`src/hdl/rqs_pkg.sv`:
```
// Shared types, codes and helpers for the ready queue scheduler.
package rqs_pkg;

  localparam int unsigned DefTableDepth = 16;

  localparam logic [1:0] POL_RR   = 2'd0;
  localparam logic [1:0] POL_SRT  = 2'd1;
  localparam logic [1:0] POL_PRIO = 2'd2;

  localparam logic [1:0] CFG_POLICY  = 2'd0;
  localparam logic [1:0] CFG_QUANTUM = 2'd1;
  localparam logic [1:0] CFG_CORES   = 2'd2;

  localparam logic [1:0] ST_ENQ  = 2'd0;
  localparam logic [1:0] ST_FULL = 2'd1;
  localparam logic [1:0] ST_DISP = 2'd2;
  localparam logic [1:0] ST_NONE = 2'd3;

  localparam logic [7:0] QuantumReset = 8'd5;
  localparam logic [4:0] CoresReset   = 5'd1;

  typedef enum logic [2:0] {
    S_IDLE,
    S_SCAN,
    S_SHIFT0,
    S_SHIFT,
    S_FIN
  } state_e;

  typedef struct packed {
    logic [7:0]  pid;
    logic [15:0] burst;
    logic [6:0]  prio;
    logic [8:0]  wait_cnt;
  } entry_t;

  typedef struct packed {
    logic [15:0] a;
    logic [15:0] b;
    entry_t      ent;
    logic [9:0]  thr;
  } alu_req_t;

  typedef struct packed {
    logic        lt;
    entry_t      aged;
    logic [7:0]  slice;
    logic [15:0] rem;
  } alu_rsp_t;

  // twenty times the core count
  function automatic logic [9:0] age_threshold(input logic [4:0] cores);
    age_threshold = {1'b0, cores, 4'b0000} + {3'b000, cores, 2'b00};
  endfunction

endpackage

```
`src/hdl/rqs_table.sv`:
```
// Ready table storage: one write port, one registered read port.
module rqs_table
  import rqs_pkg::*;
#(
  parameter int unsigned TABLE_DEPTH = DefTableDepth
) (
  input  logic                           clk_i,
  input  logic                           we_i,
  input  logic [$clog2(TABLE_DEPTH)-1:0] waddr_i,
  input  entry_t                         wdata_i,
  input  logic [$clog2(TABLE_DEPTH)-1:0] raddr_i,
  output entry_t                         rdata_o
);

  entry_t mem_q [TABLE_DEPTH];
  entry_t rdata_q;

  always_ff @(posedge clk_i) begin
    if (we_i) begin
      mem_q[waddr_i] <= wdata_i;
    end
    rdata_q <= mem_q[raddr_i];
  end

  assign rdata_o = rdata_q;

endmodule

```
`src/hdl/rqs_alu.sv`:
```
// Shared compare unit with aging update and slice split.
module rqs_alu
  import rqs_pkg::*;
(
  input  alu_req_t req_i,
  output alu_rsp_t rsp_o
);

  always_comb begin
    rsp_o.lt    = req_i.a < req_i.b;
    rsp_o.slice = rsp_o.lt ? req_i.a[7:0] : req_i.b[7:0];
    rsp_o.rem   = req_i.b - {8'd0, rsp_o.slice};
    rsp_o.aged  = req_i.ent;
    if ({1'b0, req_i.ent.wait_cnt} == req_i.thr) begin
      if (req_i.ent.prio > 7'd1) begin
        rsp_o.aged.prio     = req_i.ent.prio - 7'd1;
        rsp_o.aged.wait_cnt = 9'd0;
      end
    end else begin
      rsp_o.aged.wait_cnt = req_i.ent.wait_cnt + 9'd1;
    end
  end

endmodule

```
`src/hdl/ready_queue_cpu_scheduler.sv`:
```
// Ready queue CPU scheduler top level: sequencer, configuration and result register.
// An enqueue, or a dispatch that finds no free core or an empty table, is done in the
// idle state and returns its result at once. A dispatch with N queued entries, choosing
// entry S, makes one pass over the table through its single read port, feeding the
// shared compare unit one entry a cycle (and writing back aged entries under the
// priority policy), then moves each entry above S down to close the gap, then splits the
// slice, waiting for a free result register. The block accepts nothing while a dispatch
// is in progress. The result register lets a new item in while the last result is taken.
module ready_queue_cpu_scheduler
  import rqs_pkg::*;
#(
  parameter int unsigned TABLE_DEPTH = DefTableDepth
) (
  input  logic        clk_i,
  input  logic        rst_ni,
  input  logic        cfg_we_i,
  input  logic [1:0]  cfg_idx_i,
  input  logic [7:0]  cfg_wdata_i,
  input  logic        in_valid_i,
  output logic        in_ready_o,
  input  logic        mode_i,
  input  logic [7:0]  proc_id_i,
  input  logic [15:0] burst_i,
  input  logic [6:0]  prio_i,
  input  logic        core_free_i,
  output logic        out_valid_o,
  input  logic        out_ready_i,
  output logic [1:0]  status_o,
  output logic [7:0]  out_proc_id_o,
  output logic [7:0]  slice_o,
  output logic [15:0] remainder_o,
  output logic [6:0]  out_prio_o
);

  localparam int unsigned AW = $clog2(TABLE_DEPTH);
  localparam int unsigned CW = $clog2(TABLE_DEPTH + 1);

  state_e        state_q, state_d;
  logic [CW-1:0] cnt_q, cnt_d;
  logic [AW-1:0] idx_q, idx_d;
  logic [AW-1:0] sel_q, sel_d;
  logic [15:0]   best_key_q, best_key_d;
  logic [7:0]    best_pid_q, best_pid_d;
  logic [15:0]   best_burst_q, best_burst_d;
  logic [6:0]    best_prio_q, best_prio_d;

  logic [1:0]    policy_q;
  logic [7:0]    quantum_q;
  logic [4:0]    cores_q;

  logic          out_valid_q, out_valid_d;
  logic [1:0]    status_q, status_d;
  logic [7:0]    opid_q, opid_d;
  logic [7:0]    slice_q, slice_d;
  logic [15:0]   rem_q, rem_d;
  logic [6:0]    oprio_q, oprio_d;

  logic          we;
  logic [AW-1:0] waddr;
  logic [AW-1:0] raddr;
  entry_t        wdata;
  entry_t        rd_data;
  alu_req_t      alu_req;
  alu_rsp_t      alu_rsp;

  logic          out_free;
  logic          in_fire;
  logic          ranked;
  logic [15:0]   key;

  rqs_table #(
    .TABLE_DEPTH(TABLE_DEPTH)
  ) u_table (
    .clk_i  (clk_i),
    .we_i   (we),
    .waddr_i(waddr),
    .wdata_i(wdata),
    .raddr_i(raddr),
    .rdata_o(rd_data)
  );

  rqs_alu u_alu (
    .req_i(alu_req),
    .rsp_o(alu_rsp)
  );

  assign out_free   = !out_valid_q || out_ready_i;
  assign in_ready_o = (state_q == S_IDLE) && out_free;
  assign in_fire    = in_valid_i && in_ready_o;
  assign ranked     = (policy_q == POL_SRT) || (policy_q == POL_PRIO);
  assign key        = (policy_q == POL_SRT) ? rd_data.burst : {9'd0, rd_data.prio};

  always_comb begin
    alu_req.ent = rd_data;
    alu_req.thr = age_threshold(cores_q);
    if (state_q == S_FIN) begin
      alu_req.a = {8'd0, quantum_q};
      alu_req.b = best_burst_q;
    end else begin
      alu_req.a = key;
      alu_req.b = best_key_q;
    end
  end

  always_comb begin
    state_d      = state_q;
    cnt_d        = cnt_q;
    idx_d        = idx_q;
    sel_d        = sel_q;
    best_key_d   = best_key_q;
    best_pid_d   = best_pid_q;
    best_burst_d = best_burst_q;
    best_prio_d  = best_prio_q;
    out_valid_d  = out_valid_q && !out_ready_i;
    status_d     = status_q;
    opid_d       = opid_q;
    slice_d      = slice_q;
    rem_d        = rem_q;
    oprio_d      = oprio_q;
    we           = 1'b0;
    waddr        = idx_q;
    wdata        = rd_data;
    raddr        = idx_q + AW'(1);

    unique case (state_q)
      S_IDLE: begin
        if (in_fire) begin
          if (!mode_i) begin
            out_valid_d = 1'b1;
            opid_d      = 8'd0;
            slice_d     = 8'd0;
            rem_d       = 16'd0;
            oprio_d     = 7'd0;
            if (cnt_q == CW'(TABLE_DEPTH)) begin
              status_d = ST_FULL;
            end else begin
              status_d = ST_ENQ;
              we       = 1'b1;
              waddr    = AW'(cnt_q);
              wdata    = '{pid: proc_id_i, burst: burst_i, prio: prio_i, wait_cnt: 9'd0};
              cnt_d    = cnt_q + CW'(1);
            end
          end else if (!core_free_i || (cnt_q == '0)) begin
            out_valid_d = 1'b1;
            status_d    = ST_NONE;
            opid_d      = 8'd0;
            slice_d     = 8'd0;
            rem_d       = 16'd0;
            oprio_d     = 7'd0;
          end else begin
            raddr   = '0;
            idx_d   = '0;
            sel_d   = '0;
            state_d = S_SCAN;
          end
        end
      end
      S_SCAN: begin
        if ((idx_q == '0) || (ranked && alu_rsp.lt)) begin
          sel_d        = idx_q;
          best_key_d   = key;
          best_pid_d   = rd_data.pid;
          best_burst_d = rd_data.burst;
          best_prio_d  = rd_data.prio;
        end
        if (policy_q == POL_PRIO) begin
          we    = 1'b1;
          waddr = idx_q;
          wdata = alu_rsp.aged;
        end
        if (CW'(idx_q) + CW'(1) == cnt_q) begin
          state_d = S_SHIFT0;
        end else begin
          idx_d = idx_q + AW'(1);
        end
      end
      S_SHIFT0: begin
        if (CW'(sel_q) + CW'(1) == cnt_q) begin
          state_d = S_FIN;
        end else begin
          raddr   = sel_q + AW'(1);
          idx_d   = sel_q;
          state_d = S_SHIFT;
        end
      end
      S_SHIFT: begin
        we    = 1'b1;
        waddr = idx_q;
        wdata = rd_data;
        if (CW'(idx_q) + CW'(2) == cnt_q) begin
          state_d = S_FIN;
        end else begin
          raddr = AW'(CW'(idx_q) + CW'(2));
          idx_d = idx_q + AW'(1);
        end
      end
      S_FIN: begin
        if (out_free) begin
          out_valid_d = 1'b1;
          status_d    = ST_DISP;
          opid_d      = best_pid_q;
          slice_d     = alu_rsp.slice;
          rem_d       = alu_rsp.rem;
          oprio_d     = best_prio_q;
          cnt_d       = cnt_q - CW'(1);
          state_d     = S_IDLE;
        end
      end
      default: state_d = S_IDLE;
    endcase
  end

  always_ff @(posedge clk_i or negedge rst_ni) begin
    if (!rst_ni) begin
      state_q     <= S_IDLE;
      cnt_q       <= '0;
      out_valid_q <= 1'b0;
      policy_q    <= POL_RR;
      quantum_q   <= QuantumReset;
      cores_q     <= CoresReset;
    end else begin
      state_q     <= state_d;
      cnt_q       <= cnt_d;
      out_valid_q <= out_valid_d;
      if (cfg_we_i) begin
        unique case (cfg_idx_i)
          CFG_POLICY:  policy_q  <= cfg_wdata_i[1:0];
          CFG_QUANTUM: quantum_q <= cfg_wdata_i;
          CFG_CORES:   cores_q   <= cfg_wdata_i[4:0];
          default: ;
        endcase
      end
    end
  end

  always_ff @(posedge clk_i) begin
    idx_q        <= idx_d;
    sel_q        <= sel_d;
    best_key_q   <= best_key_d;
    best_pid_q   <= best_pid_d;
    best_burst_q <= best_burst_d;
    best_prio_q  <= best_prio_d;
    status_q     <= status_d;
    opid_q       <= opid_d;
    slice_q      <= slice_d;
    rem_q        <= rem_d;
    oprio_q      <= oprio_d;
  end

  assign out_valid_o   = out_valid_q;
  assign status_o      = status_q;
  assign out_proc_id_o = opid_q;
  assign slice_o       = slice_q;
  assign remainder_o   = rem_q;
  assign out_prio_o    = oprio_q;

  a_cnt_bound: assert property (@(posedge clk_i) disable iff (!rst_ni)
    cnt_q <= CW'(TABLE_DEPTH))
    else $error("entry count above table depth");

  a_full_drop: assert property (@(posedge clk_i) disable iff (!rst_ni)
    (in_fire && !mode_i && (cnt_q == CW'(TABLE_DEPTH)))
    |=> (out_valid_o && (status_o == ST_FULL) && (cnt_q == $past(cnt_q))))
    else $error("enqueue into full table not dropped");

  a_disp_pop: assert property (@(posedge clk_i) disable iff (!rst_ni)
    ((state_q == S_FIN) && out_free)
    |=> (out_valid_o && (status_o == ST_DISP) && (cnt_q == $past(cnt_q) - CW'(1))))
    else $error("dispatch did not remove one entry");

endmodule

```
`config.mk`:
```
export PLATFORM = sky130hd
export DESIGN_NAME = ready_queue_cpu_scheduler
export DESIGN_NICKNAME = d
export VERILOG_FILES = /design/src/hdl/rqs_pkg.sv /design/src/hdl/rqs_table.sv /design/src/hdl/rqs_alu.sv /design/src/hdl/ready_queue_cpu_scheduler.sv
export SDC_FILE = /design/constraint.sdc
export NUM_CORES = 1
export LEC_CHECK = 0
export BUFFER_PORTS_ARGS = -buffer_cell sky130_fd_sc_hd__buf_2
export CAP_MARGIN = 40
export CORE_MARGIN = 5
export CORE_UTILIZATION = 65
export CTS_BUF_LIST = sky130_fd_sc_hd__clkbuf_8
export DETAILED_ROUTE_END_ITERATION = 7
export PLACE_DENSITY = 0.83
export SYNTH_ARGS = -nofsm -noshare
export SYNTH_HDL_FRONTEND = slang
export SYNTH_SLANG_ARGS = --single-unit
```
`constraint.sdc`:
```
create_clock -name clk_i -period 8.4 [get_ports clk_i]
set_input_delay 1.68 -clock clk_i [delete_from_list [all_inputs] [get_ports clk_i]]
set_output_delay 1.68 -clock clk_i [all_outputs]
set_load 0.01 [all_outputs]
```
==> impl_metrics.xml <==
<?xml version="1.0" encoding="UTF-8"?>
<metrics>
  <group name="status">
    <metric name="status" unit="">completed</metric>
  </group>
  <group name="logic_synthesis">
    <metric name="synthTopCellsByCount" unit="">736 x sky130_fd_sc_hd__edfxtp_1, 663 x sky130_fd_sc_hd__nand2_1, 274 x sky130_fd_sc_hd__nand3_1, 98 x sky130_fd_sc_hd__nor2_1, 79 x sky130_fd_sc_hd__mux2i_1</metric>
    <metric name="synthesis.area_per_instance" unit="sq um">12.6</metric>
    <metric name="synth_fp_nets" unit="">2791</metric>
    <metric name="synth_enable_flop_cells" unit="">736</metric>
    <metric name="synth.yosys.warnings" unit="">0</metric>
    <metric name="postSynth.topFlopCell" unit="">sky130_fd_sc_hd__edfxtp_1</metric>
    <metric name="yosysMostFrequentCell" unit="">sky130_fd_sc_hd__edfxtp_1</metric>
    <metric name="synth_top_area_cell" unit="">sky130_fd_sc_hd__edfxtp_1</metric>
    <metric name="synthArstFlopShare" unit="%">3.00</metric>
    <metric name="synthTopCellsByArea" unit="">sky130_fd_sc_hd__edfxtp_1 65%, sky130_fd_sc_hd__nand2_1 7.3%, sky130_fd_sc_hd__nand3_1 4.0%</metric>
    <metric name="yosys_register_bits" unit="">800</metric>
    <metric name="synth_seq_area_share" unit="%">68.9</metric>
    <metric name="synthesized_instance_count" unit="">2709</metric>
    <metric name="synth_top_area_share" unit="%">64.8</metric>
    <metric name="post_synth_num_cell_types" unit="">85</metric>
    <metric name="synthesis.area" unit="sq um">34100</metric>
  </group>
  <group name="setup_path">
    <metric name="cp_max_fo" unit="">35</metric>
    <metric name="crit_path_end_kind" unit="">flop</metric>
    <metric name="critical_path_class" unit="">reg2reg</metric>
    <metric name="startpoint_type" unit="">flop</metric>
    <metric name="crit_family" unit="">compound AO/OA/AOI/OAI gates</metric>
    <metric name="timing.critical_path.slowest_cell_delay" unit="ns">0.68</metric>
    <metric name="worstRegToRegCells" unit="">21</metric>
    <metric name="crit_path_cell_trace" unit="">or3b_2 &gt; inv_2 &gt; buf_4 &gt; mux2i_1 &gt; ha_1 &gt; and3_1 &gt; and3_1 &gt; a221oi_1 &gt; and2_1 &gt; o21a_2 &gt; mux2i_1 &gt; ha_1 &gt; inv_1 &gt; ha_1 &gt; nor3_1 &gt; o31a_1 &gt; o31ai_2 &gt; a31oi_1 &gt; nand2_1 &gt; xor2_1 &gt; nor2_1</metric>
    <metric name="critical_path.reg2reg.startpoint" unit="">state_q[0]$_DFFE_PN0P_</metric>
    <metric name="critical_path_required" unit="ns">8.89</metric>
    <metric name="critical_path_top_delay_cell" unit="">sky130_fd_sc_hd__or3b_2</metric>
    <metric name="critPathMostFrequentCell" unit="">sky130_fd_sc_hd__ha_1</metric>
    <metric name="r2r_slack" unit="ns">1.97</metric>
    <metric name="critPathArrivalTime" unit="ns">6.92</metric>
    <metric name="r2r-end" unit="">remainder_o[12]$_SDFFCE_PN0P_</metric>
    <metric name="worstPathBufferInverterCount" unit="">3</metric>
  </group>
  <group name="hold_path">
    <metric name="whs_path_depth" unit="">0</metric>
    <metric name="min_delay_worst_endpoint" unit="">best_burst_q[7]$_DFFE_PP_</metric>
    <metric name="worst_hold_path_type" unit="">reg2reg</metric>
    <metric name="hp-start" unit="">u_table.rdata_o[23]$_DFF_P_</metric>
  </group>
  <group name="clock_tree">
    <metric name="clock_tree.buffer_depth" unit="">3</metric>
    <metric name="cts_tree" unit="">yes</metric>
    <metric name="post-cts-setup-buffers" unit="">0</metric>
    <metric name="cts_sinks" unit="">800</metric>
    <metric name="clock_latency" unit="ns">0.75</metric>
    <metric name="cts_hold_buf" unit="">0</metric>
    <metric name="clk_root_buffer_cell" unit="">sky130_fd_sc_hd__clkbuf_8</metric>
    <metric name="cts_made_buffers" unit="">119</metric>
    <metric name="post_cts_resize_count" unit="">0</metric>
    <metric name="path_clk_slew" unit="ns">0.07</metric>
    <metric name="cts_max_level" unit="">3</metric>
  </group>
  <group name="power_and_ir_drop">
    <metric name="p_sw_share" unit="%">43.2</metric>
    <metric name="combinationalPowerShare" unit="%">45.5</metric>
    <metric name="ir_worst_vdd" unit="mV">0.628</metric>
    <metric name="internal_power" unit="W">0.00973</metric>
    <metric name="switchingPower" unit="W">0.00741</metric>
    <metric name="power-per-cell-area" unit="nW/um^2">451</metric>
    <metric name="p_leak" unit="nW">13.9</metric>
    <metric name="seqPwrFrac" unit="%">35.7</metric>
    <metric name="clockPowerShare" unit="%">18.7</metric>
  </group>
  <group name="routing">
    <metric name="via_count" unit="">23800</metric>
    <metric name="avgViaCountPerCell" unit="">6.59</metric>
    <metric name="dr.pass1.iters" unit="">7</metric>
    <metric name="antenna_violating_nets_post_route" unit="">0</metric>
    <metric name="drc_errors" unit="">0</metric>
    <metric name="drt_iter0_markers" unit="">3794</metric>
    <metric name="totalWireLength" unit="microns">91500</metric>
    <metric name="wl_per_cell" unit="microns">25.3</metric>
  </group>
  <group name="cells_and_area">
    <metric name="fillers" unit="">3234</metric>
    <metric name="final_layout_size_suffix_gt1_share" unit="%">14.1</metric>
    <metric name="area_delta_synth_final" unit="%">11.6</metric>
    <metric name="finish.net_count" unit="">2908</metric>
    <metric name="fin_util" unit="%">72.8</metric>
  </group>
  <group name="place">
    <metric name="final_hpwl_dp" unit="microns">51900</metric>
    <metric name="port-buffer-count" unit="">90</metric>
    <metric name="globalplace.congestion" unit="">0.896</metric>
    <metric name="dp_worst_setup_slack" unit="ns">2.07</metric>
  </group>
  <group name="floorplan">
    <metric name="floorplan.initialDensity" unit="%">65.3</metric>
    <metric name="top_level_ports" unit="">91</metric>
    <metric name="die_w" unit="microns">239</metric>
    <metric name="die_h" unit="microns">239</metric>
    <metric name="std_cell_rows" unit="">84</metric>
    <metric name="core_area" unit="sq um">52200</metric>
    <metric name="die-area" unit="sq um">57100</metric>
  </group>
  <group name="sta">
    <metric name="timing.max_slew.rel_slack" unit="%">9.26</metric>
    <metric name="timing.final.max_slew_violations" unit="">0</metric>
    <metric name="rsz0062_at_grt" unit="">false</metric>
    <metric name="setup_slack" unit="ns">1.97</metric>
    <metric name="timing_worst_slew_pin_value" unit="ns">1.36</metric>
    <metric name="finClkSkew" unit="ns">0.0437</metric>
    <metric name="max_clock_freq" unit="MHz">156</metric>
    <metric name="fin_crit" unit="ns">6.43</metric>
    <metric name="finalHoldViolations" unit="">0</metric>
    <metric name="setup_viol" unit="">0</metric>
    <metric name="finalSetupTns" unit="ns">0</metric>
    <metric name="period_share" unit="%">76.5</metric>
  </group>
  <group name="global_route">
    <metric name="initial_antenna_violation_count" unit="">3</metric>
    <metric name="via_count_of_the_first_global_routing_pass" unit="">23500</metric>
    <metric name="grt.overflow.total" unit="">0</metric>
    <metric name="global_route_wire_length_before_repair" unit="microns">137000</metric>
    <metric name="maximum_number_of_pins_on_one_net_before_global_route_repair" unit="">213</metric>
    <metric name="grt_use_total" unit="%">31.5</metric>
  </group>
  <group name="job">
    <metric name="cap_viol_max_count" unit="">0</metric>
  </group>
</metrics>
==> per-layer routing <==
metal | global-route usage (%) | wire (microns)
met5 | 0 | 15
met4 | 15.0 | 4540
met3 | 6.95 | 12100
met2 | 50.1 | 42800
met1 | 41.9 | 32100
==> worst max path at each step <==
stage,startpoint,end,slack [ns],depth (start not counted)
floorplan,state_q[1]$_DFFE_PN0P_,sel_q[0]$_SDFFCE_PN0P_,1.83,20
global placement,state_q[0]$_DFFE_PN0P_,remainder_o[10]$_SDFFCE_PN0P_,2.25,21
detailed placement,state_q[0]$_DFFE_PN0P_,remainder_o[14]$_SDFFCE_PN0P_,2.07,21
CTS,state_q[0]$_DFFE_PN0P_,remainder_o[14]$_SDFFCE_PN0P_,2.05,21
global route,state_q[0]$_DFFE_PN0P_,remainder_o[12]$_SDFFCE_PN0P_,1.45,21
finish,state_q[0]$_DFFE_PN0P_,remainder_o[12]$_SDFFCE_PN0P_,1.97,21
==> registers in the layout, indices dropped and copies added (netlist names), 4 cells and up <==
| name | cells |
|---|---|
| best_burst_q | 16 |
| best_key_q | 16 |
| best_pid_q | 8 |
| best_prio_q | 7 |
| cnt_q | 5 |
| cores_q | 5 |
| idx_q | 4 |
| out_prio_o | 7 |
| out_proc_id_o | 8 |
| quantum_q | 8 |
| remainder_o | 16 |
| sel_q | 4 |
| slice_o | 8 |
| u_table.mem_q | 640 |
| u_table.rdata_o | 40 |
==> power by group through the flow <==
stage,sequential (W),combinational (W),clock [W]
after floorplan,0.00592,0.00511,0
after global placement,0.00616,0.00717,0
after detailed placement,0.00618,0.00751,0
after CTS,0.00610,0.00761,0.00322
after global routing,0.00616,0.00837,0.00344
final,0.00613,0.00780,0.00321
==> layout make-up <==
type                    instances  area [sq um]  share of cell area, %
multi-input cells            1711          9920                   26.1
flip-flops and latches        800         23500                   61.8
inverters                      33           124                  0.326
diodes                          1          2.50                0.00658
well taps                     688           861                   2.26
clock inverters                88           628                   1.65
repair buffers                161          1190                   3.13
clock buffers                 132          1820                   4.77
==> stage by stage <==
stage	hold WS, ns	cells	cell area, sq um	power, W
global placement	0.506	3373	35300	0.0133
CTS	0.515	3612	38000	0.0169
detailed placement	0.519	3392	35600	0.0137
floorplan	0.408	2709	34100	0.0110
global route	0.530	3613	38000	0.0180
finish	0.519	3614	38100	0.0171
==> placed cells by master (no fill, tap or decap), types with 21 or more instances in the layout <==
master	Yosys	layout
sky130_fd_sc_hd__nor2_4	0	23
sky130_fd_sc_hd__mux2i_1	79	79
sky130_fd_sc_hd__and3_1	29	28
sky130_fd_sc_hd__mux2_2	25	25
sky130_fd_sc_hd__buf_2	57	91
sky130_fd_sc_hd__xnor2_1	24	24
sky130_fd_sc_hd__a21oi_1	42	42
sky130_fd_sc_hd__nand2_1	663	663
sky130_fd_sc_hd__nand4_1	37	37
sky130_fd_sc_hd__buf_4	14	56
sky130_fd_sc_hd__dfxtp_1	40	40
sky130_fd_sc_hd__inv_1	32	68
sky130_fd_sc_hd__edfxtp_1	736	736
sky130_fd_sc_hd__clkbuf_8	0	132
sky130_fd_sc_hd__nor2_1	98	77
sky130_fd_sc_hd__and2_1	33	33
sky130_fd_sc_hd__a222oi_1	39	39
sky130_fd_sc_hd__nand3_1	274	273
sky130_fd_sc_hd__o21ai_0	68	67
sky130_fd_sc_hd__dfrtp_1	21	21
sky130_fd_sc_hd__ha_1	32	32
sky130_fd_sc_hd__a32oi_1	35	35
==> cell families after synthesis <==
| kind of cell | Yosys count | synth area share [%] |
|---|---|---|
| muxes | 106 | 3.23 |
| AOI/OAI and AO/OA | 314 | 6.97 |
| DFF | 800 | 68.9 |
| xor gates and xnor gates | 43 | 1.15 |
| and+or+nand+nor | 1212 | 15.7 |
| buffers and inverters | 198 | 2.70 |
| adders and majority gates | 36 | 1.35 |
(Power assumes the default switching activity.)
